--- config.mk ---
export PLATFORM = sky130hd
export DESIGN_NAME = ase_merge
export DESIGN_NICKNAME = d
export VERILOG_FILES = /design/src/rtl/ase_pkg.sv /design/src/rtl/ase_merge.sv
export SDC_FILE = /design/constraint.sdc
export NUM_CORES = 1
export LEC_CHECK = 0
export BUFFER_PORTS_ARGS = -buffer_cell sky130_fd_sc_hd__buf_4
export CAP_MARGIN = 40
export CORE_AREA = 2 2 206 208
export DETAILED_ROUTE_END_ITERATION = 10
export DIE_AREA = 0 0 208 210
export PLACE_DENSITY_LB_ADDON = 0.12
export SYNTH_ARGS = -nofsm -noshare
export SYNTH_HDL_FRONTEND = slang
export SYNTH_SLANG_ARGS = --single-unit
--- constraint.sdc ---
create_clock -name vclk -period 8.1
set_input_delay 1.62 -clock vclk [all_inputs]
set_output_delay 1.62 -clock vclk [all_outputs]
set_load 0.02 [all_outputs]
--- src/rtl/ase_pkg.sv ---
package ase_pkg;

  localparam int unsigned FRAC_BITS = 16;
  localparam int unsigned ROT_FRAC  = 14;
  localparam int unsigned NUM_AXES  = 3;

  localparam logic signed [31:0] ONE_Q = 32'sd1 <<< FRAC_BITS;

  // config register indexes
  localparam logic [2:0] REG_A11 = 3'd0;
  localparam logic [2:0] REG_A12 = 3'd1;
  localparam logic [2:0] REG_A21 = 3'd2;
  localparam logic [2:0] REG_A22 = 3'd3;
  localparam logic [2:0] REG_B1  = 3'd4;
  localparam logic [2:0] REG_B2  = 3'd5;
  localparam logic [2:0] REG_GZ  = 3'd6;

  // sequencer steps
  localparam logic [3:0] ST_MUL_A11  = 4'd0;
  localparam logic [3:0] ST_MUL_A12  = 4'd1;
  localparam logic [3:0] ST_MUL_B1   = 4'd2;
  localparam logic [3:0] ST_MUL_A21  = 4'd3;
  localparam logic [3:0] ST_MUL_A22  = 4'd4;
  localparam logic [3:0] ST_MUL_B2   = 4'd5;
  localparam logic [3:0] ST_ACC_LAST = 4'd6;
  localparam logic [3:0] ST_UPDATE   = 4'd7;
  localparam logic [3:0] ST_GRAV     = 4'd8;
  localparam logic [3:0] ST_ROT0     = 4'd9;
  localparam logic [3:0] ST_ROT1     = 4'd10;
  localparam logic [3:0] ST_ROT2     = 4'd11;
  localparam logic [3:0] ST_ROT_LAST = 4'd12;
  localparam logic [3:0] ST_DONE     = 4'd13;

  typedef struct packed {
    logic signed [31:0] a11;
    logic signed [31:0] a12;
    logic signed [31:0] a21;
    logic signed [31:0] a22;
    logic signed [31:0] b1;
    logic signed [31:0] b2;
  } coef_t;

  typedef struct packed {
    logic       run;
    logic       first;
    logic [3:0] step;
  } ctrl_t;

  typedef struct packed {
    logic signed [47:0] p0;
    logic signed [47:0] p1;
    logic signed [47:0] p2;
  } lane_out_t;

  // round half up by 2^sh, then clamp to 32 bits
  function automatic logic signed [31:0] round_sat(input logic signed [65:0] s,
                                                   input int unsigned sh);
    logic signed [65:0] r;
    r = (s + (66'sd1 <<< (sh - 1))) >>> sh;
    if (r > 66'sd2147483647) begin
      return 32'sh7fffffff;
    end else if (r < -66'sd2147483648) begin
      return 32'sh80000000;
    end
    return r[31:0];
  endfunction

endpackage

--- src/rtl/ase_merge.sv ---
module ase_merge (
  input  ase_pkg::lane_out_t  lane0,
  input  ase_pkg::lane_out_t  lane1,
  input  ase_pkg::lane_out_t  lane2,
  output logic signed [31:0]  out_x,
  output logic signed [31:0]  out_y,
  output logic signed [31:0]  out_z
);

  logic signed [49:0] sx;
  logic signed [49:0] sy;
  logic signed [49:0] sz;

  assign sx = {{2{lane0.p0[47]}}, lane0.p0} + {{2{lane1.p0[47]}}, lane1.p0}
            + {{2{lane2.p0[47]}}, lane2.p0};
  assign sy = {{2{lane0.p1[47]}}, lane0.p1} + {{2{lane1.p1[47]}}, lane1.p1}
            + {{2{lane2.p1[47]}}, lane2.p1};
  assign sz = {{2{lane0.p2[47]}}, lane0.p2} + {{2{lane1.p2[47]}}, lane1.p2}
            + {{2{lane2.p2[47]}}, lane2.p2};

  assign out_x = ase_pkg::round_sat({{16{sx[49]}}, sx}, ase_pkg::ROT_FRAC);
  assign out_y = ase_pkg::round_sat({{16{sy[49]}}, sy}, ase_pkg::ROT_FRAC);
  assign out_z = ase_pkg::round_sat({{16{sz[49]}}, sz}, ase_pkg::ROT_FRAC);

endmodule

### After elaboration in Yosys (flattened, before gate mapping)

Cells that the tools add are included.

* add/sub/neg operators: 9
* $lt $le $gt $ge: 6
* multiplexer cells: 15

Operators by type and width (count)
* $mux 32: 9
* $add 50x15->51 const B: 3
* $add 49x48->50: 3
* $add 48x48->49: 3
* $gt 37x32->1 const B: 3
* $lt 37x32->1 const B: 3
* $mux 1: 6

* flip-flop bits (word level): 0
* input port bits: 432
* output and inout bits: 96
* logic and storage cells: 30

### Logic depth before layout (Yosys ltp)

* depth in word-level cells: 7
* mapped depth: 17
* gate-level depth less buffers: 15

### Worst setup path before layout

No wires, ideal clock.

* kind: input to output
* from: input port lane0[58] (netlist name)
* to: output port out_y[29]
* arrival time: 5.544 ns
* data required time: 6.480 ns
* path slack: 0.936 ns
* stages on the path: 15
* buffers on the path: 0
* cells stage by stage: inv_1 > fa_1 > inv_1 > ha_1 > ha_1 > and3_1 > a221o_1 > a221oi_2 > o21ba_2 > a31oi_2 > a21o_1 > and3_1 > a2111oi_4 > a41oi_2 > o31ai_1

* longest elaborated chain between the ends: 7
* elaborated cells between the ends (all ways): 9
* classes of those cells: add/sub (3); order compare (2); mux (4)

Ends and longest elaborated chain
* start, declared: line ase_merge.sv:2 `input ase_pkg::lane_out_t lane0,`
* $add 48x48->49 (*): line ase_merge.sv:16 `assign sy = {{2{lane0.p1[47]}}, lane0.p1} + {{2{lane1.p1[47]}}, lane1.p1}`
* $add 49x48->50 (*): line ase_merge.sv:17 `+ {{2{lane2.p1[47]}}, lane2.p1};`
* $add 50x15->51 (*): line ase_pkg.sv:59 `r = (s + (66'sd1 <<< (sh - 1))) >>> sh;`
* $lt 37x32->1: line ase_pkg.sv:62 `end else if (r < -66'sd2147483648) begin`
* $mux 1: line ase_pkg.sv:62
* $mux 1: line ase_pkg.sv:60 `if (r > 66'sd2147483647) begin`
* $mux 32 (*): line ase_pkg.sv:65 `return r[31:0];`
* end, declared: line ase_merge.sv:6 `output logic signed [31:0] out_y,`

Mark *: on every way between the ends. The rest lies on a longest branch, timed or not.

### Worst setup path in the final report

* from: input port lane0[57] (netlist name)
* to: output port out_y[21]

The elaborated chain is that of the path after synthesis.

==> impl_metrics.py <==
metrics = {
    "timing": {
        "tightest_slew_ps": 598,
        "setup_tns_ps": 0,
        "hold_viol": 0,
        "slew_headroom_pct": 59.6,
        "max_freq_mhz": 131,
        "fin_crit_ps": 7640,
        "whs_ps": 4090,
        "finalMaxSlewViolations": 0,
        "fin_crit_sh_pct": 94.4,
        "rsz0062_at_grt": "false",
        "setup_viol": 0,
    },
    "clocking": {
        "holdBufCountCts": 0,
        "cts_setup_buffers": 0,
        "cts_resized": 0,
    },
    "route": {
        "wl_met1_um": 20200,
        "wl_met3_um": 2410,
        "drtAntennaViolNets": 0,
        "vias": 14673,
        "post-route-drc-count": 0,
        "top_layer": "met4",
        "wl_per_cell_um": 15.9,
        "routed_wl_um": 47300,
        "first_iter_violations": 623,
        "wl_met2_um": 23800,
        "dr.pass1.iters": 5,
        "routed_via_density": 4.94,
    },
    "synthesis": {
        "yosysTopAreaCell": "ha_1",
        "ys_warn_count": 0,
        "synthDistinctLibCells": 69,
        "synth_area_um2": 14500,
        "syn_area_per_cell_um2": 7.44,
        "ys_seq_area_share_pct": 0,
        "synth_area_leaders": "ha_1 25%, fa_1 19%, inv_1 13%",
        "synth_top_area_share_pct": 24.6,
        "syn-instance-count": 1948,
        "synth_nets": 2806,
    },
    "placed_design": {
        "place_hpwl_um": 43500,
        "place_congestion": 0.883,
        "portBuffers": 528,
    },
    "floorplan": {
        "core_area_um2": 41500,
        "fp-row-count": 75,
        "start_util_pct": 34.9,
        "fp.dieH_um": 210,
        "floorplan.die.width_um": 208,
        "dieArea_um2": 43700,
        "io_pins": 528,
    },
    "worst_hold_path": {
        "hp-class": "in2out",
    },
    "power": {
        "irDropWorstVdd_uv": 152,
        "powerDensity_nw_per_um2": 194,
        "p_leak_nw": 11.2,
    },
    "global_routing": {
        "antenna_found_initial": 0,
        "grt_pass1_wl_um": 76500,
        "gr-total-overflow": 0,
        "grt_max_degree": 32,
        "track_usage_pct": 21.1,
        "grt_pass1_vias": 15178,
    },
    "layout": {
        "num_antenna_cells": 0,
        "syn_to_final_growth_pct": 31.3,
        "seq_area_um2": 0,
        "final_common_cell": "buf_4",
        "final_cell_mix": "538 x buf_4, 519 x inv_1, 285 x ha_1",
        "drive_gt1_share_pct": 23.1,
        "nNetsFinal": 3292,
        "seq_cells": 0,
        "clkbuf_count": 0,
    },
    "worst_setup_path": {
        "cp_max_fo": 30,
        "cp_slowest_stage_delay_ps": 520,
        "cp.arrival_ps": 6020,
        "crit_path_frequent_cell": "buf_4",
        "crit_slowest_cell": "fa_1",
        "critical_path_class": "in2out",
        "cp.required_ps": 6480,
        "cp-start-kind": "input port",
        "path_cells": "buf_4 > inv_1 > fa_1 > inv_1 > ha_1 > ha_1 > and3_1 > a221o_1 > a221oi_2 > o21ba_2 > a31oi_2 > a21o_1 > a21oi_1 > o21ai_1 > a41oi_2 > buf_4 > o21ai_1 > buf_4",
        "critical_path.endpoint_type": "output port",
    },
    "run_status": {
        "status": "completed",
    },
    "run": {
        "maxCapViolCount": 0,
    },
}
## power breakdown
part	internal (mW)	switching [mW]	total, mW
combinational	1.53	2.15	3.68
sequential	0	0	0
clock	0	0	0
total	1.53	2.15	3.68
## routing by layer
metal	track usage (%)	vias up
met3	2.31	44
met5	0	-
met1	26.8	6781
li1	-	7437
met2	39.0	411
met4	3.42	0
## per-stage QoR
| stage | util [%] | setup WS (ps) | cells | power (mW) | cell area, um^2 |
|---|---|---|---|---|---|
| global placement | 45.9 | 508 | 2971 | 3.67 | 19000 |
| detailed placement | 45.9 | 447 | 2971 | 3.67 | 19000 |
| finish | 45.9 | 456 | 2971 | 3.68 | 19000 |
| CTS | 45.9 | 436 | 2971 | 3.70 | 19000 |
| global route | 45.9 | 91.2 | 2971 | 4.06 | 19000 |
| floorplan | - | 936 | 1948 | 2.39 | 14500 |
## cell type report
type                       instances  area (um^2)
inverter                         519         1950
fill                            4279        22500
timing repair buffer             539         4060
multi-input combinational       1374        12300
tap                              539          674
## logic make-up (layout without fill, tap and decap cells)
kind of cell,count (synthesis),in the layout,share of synthesized area [%]
buffers and inverters,574,1058,15.1
AO/OA/AOI/OAI,544,544,24.4
adder cells (fa/ha/maj),426,426,44.1
AND/OR/NAND/NOR,305,305,10.4
XOR/XNOR,98,98,5.93
multiplexers,1,1,0.0691
## critical path, delay by kind of cell
family / cells / cell delay (ps)
fa+ha+maj: 3 / 1100
buf+inv: 5 / 680
simple gates: 1 / 200
compound gates: 9 / 2430
## Yosys cell counts, types with 44 or more instances
| cell | instances |
|---|---|
| a21oi_1 | 144 |
| clkbuf_1 | 44 |
| xnor2_1 | 53 |
| ha_1 | 285 |
| nor2_1 | 57 |
| fa_1 | 141 |
| nand2_1 | 95 |
| xor2_1 | 45 |
| inv_1 | 519 |
| a21o_1 | 115 |
| o21ai_1 | 78 |
| o21ai_0 | 58 |
## path summary, 6_finish.rpt
kind,startpoint,endpoint,slack [ps],cells past startpoint
setup / recovery,lane0[57],out_y[21],460,18
hold / removal,lane2[13],out_z[0],4090,6
Note: power is estimated with default switching activity, not from simulation.
