==> src/rtl/ase_pkg.sv <==
package ase_pkg;

  localparam int unsigned FRAC_BITS = 16;
  localparam int unsigned ROT_FRAC  = 14;
  localparam int unsigned NUM_AXES  = 3;

  localparam logic signed [31:0] ONE_Q = 32'sd1 <<< FRAC_BITS;

  // config register indexes
  localparam logic [2:0] REG_A11 = 3'd0;
  localparam logic [2:0] REG_A12 = 3'd1;
  localparam logic [2:0] REG_A21 = 3'd2;
  localparam logic [2:0] REG_A22 = 3'd3;
  localparam logic [2:0] REG_B1  = 3'd4;
  localparam logic [2:0] REG_B2  = 3'd5;
  localparam logic [2:0] REG_GZ  = 3'd6;

  // sequencer steps
  localparam logic [3:0] ST_MUL_A11  = 4'd0;
  localparam logic [3:0] ST_MUL_A12  = 4'd1;
  localparam logic [3:0] ST_MUL_B1   = 4'd2;
  localparam logic [3:0] ST_MUL_A21  = 4'd3;
  localparam logic [3:0] ST_MUL_A22  = 4'd4;
  localparam logic [3:0] ST_MUL_B2   = 4'd5;
  localparam logic [3:0] ST_ACC_LAST = 4'd6;
  localparam logic [3:0] ST_UPDATE   = 4'd7;
  localparam logic [3:0] ST_GRAV     = 4'd8;
  localparam logic [3:0] ST_ROT0     = 4'd9;
  localparam logic [3:0] ST_ROT1     = 4'd10;
  localparam logic [3:0] ST_ROT2     = 4'd11;
  localparam logic [3:0] ST_ROT_LAST = 4'd12;
  localparam logic [3:0] ST_DONE     = 4'd13;

  typedef struct packed {
    logic signed [31:0] a11;
    logic signed [31:0] a12;
    logic signed [31:0] a21;
    logic signed [31:0] a22;
    logic signed [31:0] b1;
    logic signed [31:0] b2;
  } coef_t;

  typedef struct packed {
    logic       run;
    logic       first;
    logic [3:0] step;
  } ctrl_t;

  typedef struct packed {
    logic signed [47:0] p0;
    logic signed [47:0] p1;
    logic signed [47:0] p2;
  } lane_out_t;

  // round half up by 2^sh, then clamp to 32 bits
  function automatic logic signed [31:0] round_sat(input logic signed [65:0] s,
                                                   input int unsigned sh);
    logic signed [65:0] r;
    r = (s + (66'sd1 <<< (sh - 1))) >>> sh;
    if (r > 66'sd2147483647) begin
      return 32'sh7fffffff;
    end else if (r < -66'sd2147483648) begin
      return 32'sh80000000;
    end
    return r[31:0];
  endfunction

endpackage

==> src/rtl/ase_lane.sv <==
module ase_lane (
  input  logic                      clk,
  input  logic                      rst,
  input  ase_pkg::ctrl_t            ctrl,
  input  ase_pkg::coef_t            coef,
  input  logic signed [31:0]        grav,
  input  logic signed [31:0]        vel,
  input  logic signed [15:0]        rot_c0,
  input  logic signed [15:0]        rot_c1,
  input  logic signed [15:0]        rot_c2,
  output ase_pkg::lane_out_t        res
);

  logic signed [31:0] xv;
  logic signed [31:0] xa;
  logic signed [31:0] aval;
  logic signed [63:0] prod;
  logic signed [65:0] accv;
  logic signed [65:0] acca;
  logic signed [65:0] prod_ext;
  logic signed [31:0] mul_a;
  logic signed [31:0] mul_b;
  logic signed [32:0] gsum;

  assign prod_ext = {{2{prod[63]}}, prod};
  assign gsum     = {xa[31], xa} + {grav[31], grav};

  always_comb begin
    case (ctrl.step)
      ase_pkg::ST_MUL_A11: begin mul_a = coef.a11; mul_b = xv;   end
      ase_pkg::ST_MUL_A12: begin mul_a = coef.a12; mul_b = xa;   end
      ase_pkg::ST_MUL_B1:  begin mul_a = coef.b1;  mul_b = vel;  end
      ase_pkg::ST_MUL_A21: begin mul_a = coef.a21; mul_b = xv;   end
      ase_pkg::ST_MUL_A22: begin mul_a = coef.a22; mul_b = xa;   end
      ase_pkg::ST_MUL_B2:  begin mul_a = coef.b2;  mul_b = vel;  end
      ase_pkg::ST_ROT0:    begin mul_a = {{16{rot_c0[15]}}, rot_c0}; mul_b = aval; end
      ase_pkg::ST_ROT1:    begin mul_a = {{16{rot_c1[15]}}, rot_c1}; mul_b = aval; end
      ase_pkg::ST_ROT2:    begin mul_a = {{16{rot_c2[15]}}, rot_c2}; mul_b = aval; end
      default:             begin mul_a = '0; mul_b = '0; end
    endcase
  end

  always_ff @(posedge clk) begin
    if (rst) begin
      xv <= '0;
      xa <= '0;
    end else if (ctrl.run && ctrl.step == ase_pkg::ST_UPDATE) begin
      if (ctrl.first) begin
        xv <= vel;
        xa <= '0;
      end else begin
        xv <= ase_pkg::round_sat(accv, ase_pkg::FRAC_BITS);
        xa <= ase_pkg::round_sat(acca, ase_pkg::FRAC_BITS);
      end
    end
  end

  always_ff @(posedge clk) begin
    if (ctrl.run) begin
      prod <= mul_a * mul_b;
      case (ctrl.step)
        ase_pkg::ST_MUL_A12:  accv <= prod_ext;
        ase_pkg::ST_MUL_B1,
        ase_pkg::ST_MUL_A21:  accv <= accv + prod_ext;
        ase_pkg::ST_MUL_A22:  acca <= prod_ext;
        ase_pkg::ST_MUL_B2,
        ase_pkg::ST_ACC_LAST: acca <= acca + prod_ext;
        ase_pkg::ST_GRAV: begin
          if (gsum[32] != gsum[31]) begin
            aval <= gsum[32] ? 32'sh80000000 : 32'sh7fffffff;
          end else begin
            aval <= gsum[31:0];
          end
        end
        ase_pkg::ST_ROT1:     res.p0 <= prod[47:0];
        ase_pkg::ST_ROT2:     res.p1 <= prod[47:0];
        ase_pkg::ST_ROT_LAST: res.p2 <= prod[47:0];
        default: ;
      endcase
    end
  end

endmodule

==> config.mk <==
export PLATFORM = sky130hd
export DESIGN_NAME = ase_lane
export DESIGN_NICKNAME = d
export VERILOG_FILES = /design/src/rtl/ase_pkg.sv /design/src/rtl/ase_lane.sv
export SDC_FILE = /design/constraint.sdc
export NUM_CORES = 2
export LEC_CHECK = 0
export BUFFER_PORTS_ARGS = -buffer_cell sky130_fd_sc_hd__buf_2
export CORE_MARGIN = 1.5
export CORE_UTILIZATION = 64
export DETAILED_ROUTE_END_ITERATION = 7
export PLACE_DENSITY = 0.92
export SYNTH_ARGS = -nofsm -noshare
export SYNTH_HDL_FRONTEND = slang
export SYNTH_SLANG_ARGS = --single-unit
==> constraint.sdc <==
create_clock -name clk -period 15.2 [get_ports clk]
set_input_delay 2.28 -clock clk [delete_from_list [all_inputs] [get_ports clk]]
set_output_delay 2.28 -clock clk [all_outputs]
set_load 0.01 [all_outputs]
# --- Yosys cells after proc, flatten, opt, wreduce, memory -nomap -nowiden ---
# Cells that the tools add are included.
totals:
  output_inout_bits: 144
  in_bits: 312
  word_cells: 72
  ff_bits: 436
op_classes:
  n_eq_ne: 13
  mul: 1
  add_sub_neg: 5
  magnitude_cmp: 4
  reduce_logical: 16
  mux: 24
ops:
  columns: ["cell", "n"]
  rows:
  - ["32-bit two-way mux", 10]
  - ["32-bit one-hot mux with 9 select lines", 1]
  - ["66-bit one-hot mux with 2 select lines", 2]
  - ["66-bit by 17-bit adder with 66-bit output, second input constant", 2]
  - ["66-bit by 64-bit adder with 66-bit output", 2]
  - ["32-bit one-hot mux with 4 select lines", 1]
  - ["50-bit by 32-bit > comparator with 1-bit output, second input constant", 2]
  - ["50-bit by 32-bit less-than comparator with 1-bit output, second input constant", 2]
  - ["32-bit by 32-bit multiplier with 64-bit output", 1]
  - ["32-bit by 32-bit adder with 33-bit output", 1]
  - ["4-bit equality test, second input constant", 5]
  - ["4-bit by 3-bit equality test with 1-bit output, second input constant", 4]
  - ["2-bit AND reduction", 6]
  - ["1-bit two-way mux", 10]
  - ["2-bit OR reduction", 5]
  - ["4-bit by 2-bit equality test with 1-bit output, second input constant", 2]
  - ["4-bit by 1-bit equality test with 1-bit output, second input constant", 1]
  - ["4-bit zero test", 1]
  - ["2-bit nonzero test", 2]
  - ["3-bit OR reduction", 1]
  - ["1-bit logical AND", 1]
  - ["1-bit inequality test", 1]

# --- Logic depth before layout (Yosys ltp) ---
depth:
  ltp_word: 9
  ltp_mapped: 38
  mapped_depth_nobuf: 33

# --- Worst setup path before layout ---
# No wires, ideal clock.
synth_timing:
  kind: "input to register"
  startpoint: "input port ctrl[2] (netlist name)"
  endpoint: "register prod[63] (data pin)"
  setup_time_ns: 0.266
  n_path_buf: 5
  stages: 35
  path_slack_ns: 3.384
  arrival_ns: 11.550
  required_ns: 14.934
  cell_sequence: "or2_2 clkbuf_1 nor2_1 or2_2 clkbuf_1 clkbuf_1 buf_1 a22oi_1 nand2_1 clkbuf_1 nand2_1 inv_1 fa_1 fa_1 fa_1 fa_1 inv_1 fa_1 inv_1 fa_1 fa_1 inv_1 fa_1 inv_1 ha_1 a21o_1 a21oi_1 o21ai_0 a21oi_1 nor3b_1 a2111oi_0 o21ai_0 a221oi_1 mux2i_1 nand4_1"
synth_between:
  elab_chain_cells: 4
  elab_cells_between_ends: 16
  classes_between: "mul: 1; eq/ne: 8; mux: 2; reduce/logical: 5"
synth_rtl:
  columns: ["element", "line", "source"]
  rows:
  - ["start: declaration", "ase_lane.sv:4", "input ase_pkg::ctrl_t ctrl,"]
  - ["4-bit equality test, or another cell as far along", "ase_lane.sv:29", "case (ctrl.step)"]
  - ["3-bit OR reduction (no line) or 2-bit OR reduction (tied branches)", null, null]
  - ["32-bit one-hot mux with 4 select lines", "ase_lane.sv:29", null]
  - ["32-bit by 32-bit multiplier with 64-bit output *", "ase_lane.sv:60", "prod <= mul_a * mul_b;"]
  - ["end signal: assignment", "ase_lane.sv:60", null]
  - ["end: declaration", "ase_lane.sv:17", "logic signed [63:0] prod;"]
# Mark *: on every way between the ends. The rest lies on a longest branch, timed or not.
# A chain may end at the register's enable or synchronous reset.

# --- Final worst setup path ---
layout_timing:
  startpoint: "input port ctrl[1] (netlist name)"
  endpoint: "register prod[62] (data pin)"
# Same word-level chain as after synthesis.

==> qor.yml <==
place:
  hpwl_um: 174000
  dp_slack_ns: 1.75
  gp_congestion: 1.04
  port_buffers: 455
  dp_cells: 8558
setup_path:
  slowest_delay_ns: 1.15
  ff2ff_setup_slack_ns: 4.83
  cp-start-kind: "input pin"
  path_common_cell: "fa_1"
  slowest_stage: "or3_1"
  crit_path_start: "ctrl[1]"
  cp_max_fo: 28
  r2r_end: "prod[62]$_DFFE_PP_"
  worstPathArrival_ns: 13.59
  critical_path_class: "in -> reg"
  r2r.worst_path.cells: 26
  crit_required_ns: 15.54
  end_kind: "flip-flop"
  r2r_start: "xa[4]$_SDFFE_PP0P_"
die:
  core_region_area_sq_um: 98900
  die_area_sq_um: 102000
  start_util_pct: 65.0
  die_w_um: 320
  rows: 115
  dieHeight_um: 320
  io_pins: 456
clock_tree:
  clk_path_buf_depth: 3
  cts_tree: "done"
  cts_max_level: 2
  cts_buffers: 46
  cts_resized: 0
  worst_skew_pair.late_latency_ns: 0.63
  clock-sinks: 436
  clkTransAtPathRegs_ns: 0.07
  cts-root-buf: "clkbuf_16"
  postCtsSetupBuffers: 0
  cts_hold_buffers: 0
synth:
  syn-num-nets: 8788
  synthCells: 7043
  netlist_area_sq_um: 64200
  synth_edf_count: 372
  async_reset_ff_share_pct: 0
  synth-main-ff-cell: "edfxtp_1"
  synth_seq_cells: 436
  synth_top_area_cell: "fa_1"
  synthDistinctLibCells: 87
  synth_warnings: 0
  synth.area.top_cells: "fa_1 34%, edfxtp_1 17%, ha_1 6.8%, inv_1 6.2%, nand2_1 6.0%"
  yosysSeqAreaShare_pct: 19.4
  syn_area_per_cell_sq_um: 9.12
  yosysTopAreaCellShare_pct: 33.8
worst_hold_path:
  hp-class: "reg -> reg"
  min_to: "xv[15]$_SDFFE_PP0P_"
  holdPathStages: 2
  min-delay-start: "xv[15]$_SDFFE_PP0P_"
route:
  drt-initial-drc-count: 7146
  vias: 57115
  routed_wl_um: 224000
  wl_per_cell_um: 25.8
  drc: 34
  antenna_left: 0
  drt_first_pass_iters: 8
  viasPerCell: 6.59
global_routing:
  gr-total-overflow: 0
  grt.total_usage_pct: 43.9
  grt_antenna_before_repair: 36
  grt_first_pass_wirelength_um: 338000
  grt_max_degree: 81
  grt_pass1_vias: 58605
timing:
  clock_skew_ns: 0.0474
  rsz0062_at_grt: "no"
  tns_ns: 0
  final_hold_viol_count: 0
  tightest_slew_ns: 1.55
  slew_headroom_pct: -3.30
  post-route-period-util_pct: 87.2
  final_max_slew_viol_count: 4
  fin_ws_ns: 1.95
  fin_crit_ns: 13.25
  finalSetupViolations: 0
  max_freq_ghz: 0.0755
run:
  drv_cap: 0
power_and_ir_drop:
  powerDensity_nw_per_um2: 148
  vdd_drop_max_mv: 0.247
  p_leak_nw: 32.6
  p_total_mw: 10.3
finish:
  instances_no_fill: 8672
  mostFrequentLayoutCells: "1,085 x fa_1, 1,063 x inv_1, 1,020 x nand2_1"
  fin_util_pct: 70.5
  nets: 9064
  n_fill_cell: 7151
  syn_to_final_growth_pct: 8.49
  mostFrequentLayoutCell: "fa_1"
  drive_gt1_share_pct: 10.2
run_status:
  status: "finished with violations"
  violations: "design-rule violations, max-slew violations"
-- synth_stat cells (all sizes together), types with 43 or more instances --
master,count
nand2,1022
a21o,153
nor2,674
a22o,49
dfxtp,64
o21ai,300
nand2b,43
a21oi,307
nand4,70
clkbuf,311
xor2,116
nor3,74
fa,1085
and3,64
inv,1063
nand3,110
xnor2,164
edfxtp,372
ha,348
a22oi,93
-- state kept, by name, summed over array words and instances, names as in the netlist --
register	count
prod	64
aval	32
accv	66
xv	32
acca	66
res	144
xa	32
-- power breakdown --
group / switching [mW] / internal [mW] / total, mW
sequential: 0.320 / 1.69 / 2.01
combinational: 4.32 / 2.78 / 7.10
clock: 0.533 / 0.641 / 1.17
-- per-stage QoR --
step	hold slack (ns)	cell area, sq um
3_5_place_dp	0.434	68000
3_3_place_gp	0.424	68000
2_1_floorplan	0.415	64200
6_report	0.445	69700
5_1_grt	0.473	69600
4_1_cts	0.445	69600
-- worst max-delay path: cells and delay by family --
family | cells | cell delay (ns)
adders and majority gates | 9 | 4.39
and+or+nand+nor | 6 | 3.10
AOI/OAI and AO/OA | 10 | 2.76
buffers and inverters | 5 | 0.87
xor gates and xnor gates | 1 | 0.11
-- layer usage --
| layer | wire, um | track usage (%) |
|---|---|---|
| met4 | 20400 | 31.9 |
| met2 | 96500 | 65.1 |
| met3 | 33200 | 17.2 |
| met1 | 73300 | 52.2 |
| met5 | 356 | 0 |
-- area by class of cell --
| class | instances | area, sq um | share of cell area (%) |
|---|---|---|---|
| multi-input cells | 5201 | 46900 | 67.3 |
| clock inverters | 33 | 307 | 0.440 |
| clock buffers | 52 | 1230 | 1.76 |
| repair buffers | 570 | 3140 | 4.51 |
| well taps | 1287 | 1610 | 2.31 |
| inverters | 1064 | 3990 | 5.73 |
| flip-flops and latches | 436 | 12500 | 17.9 |
| diodes | 29 | 72.6 | 0.104 |
-- worst max-delay path by stage --
| stage | end | cells past startpoint |
|---|---|---|
| 6_report | prod[62]$_DFFE_PP_ | 31 |
| 5_1_grt | prod[63]$_DFFE_PP_ | 32 |
| 4_1_cts | prod[62]$_DFFE_PP_ | 31 |
| 3_5_place_dp | prod[62]$_DFFE_PP_ | 31 |
| 3_3_place_gp | prod[63]$_DFFE_PP_ | 30 |
| 2_1_floorplan | prod[63]$_DFFE_PP_ | 35 |
-- cells by family (layout without fill, tap and decap cells) --
family / after synthesis / after routing / share of synthesized area (%)
simple gates: 2256 / 2256 / 15.3
fa+ha+maj: 1446 / 1446 / 40.8
buf+inv: 1406 / 1719 / 8.29
compound gates: 1200 / 1200 / 12.1
flops: 436 / 436 / 19.4
xor+xnor: 280 / 280 / 3.82
mux: 19 / 19 / 0.316
other cells: 0 / 29 / 0
Note: power is estimated with default switching activity, not from simulation.
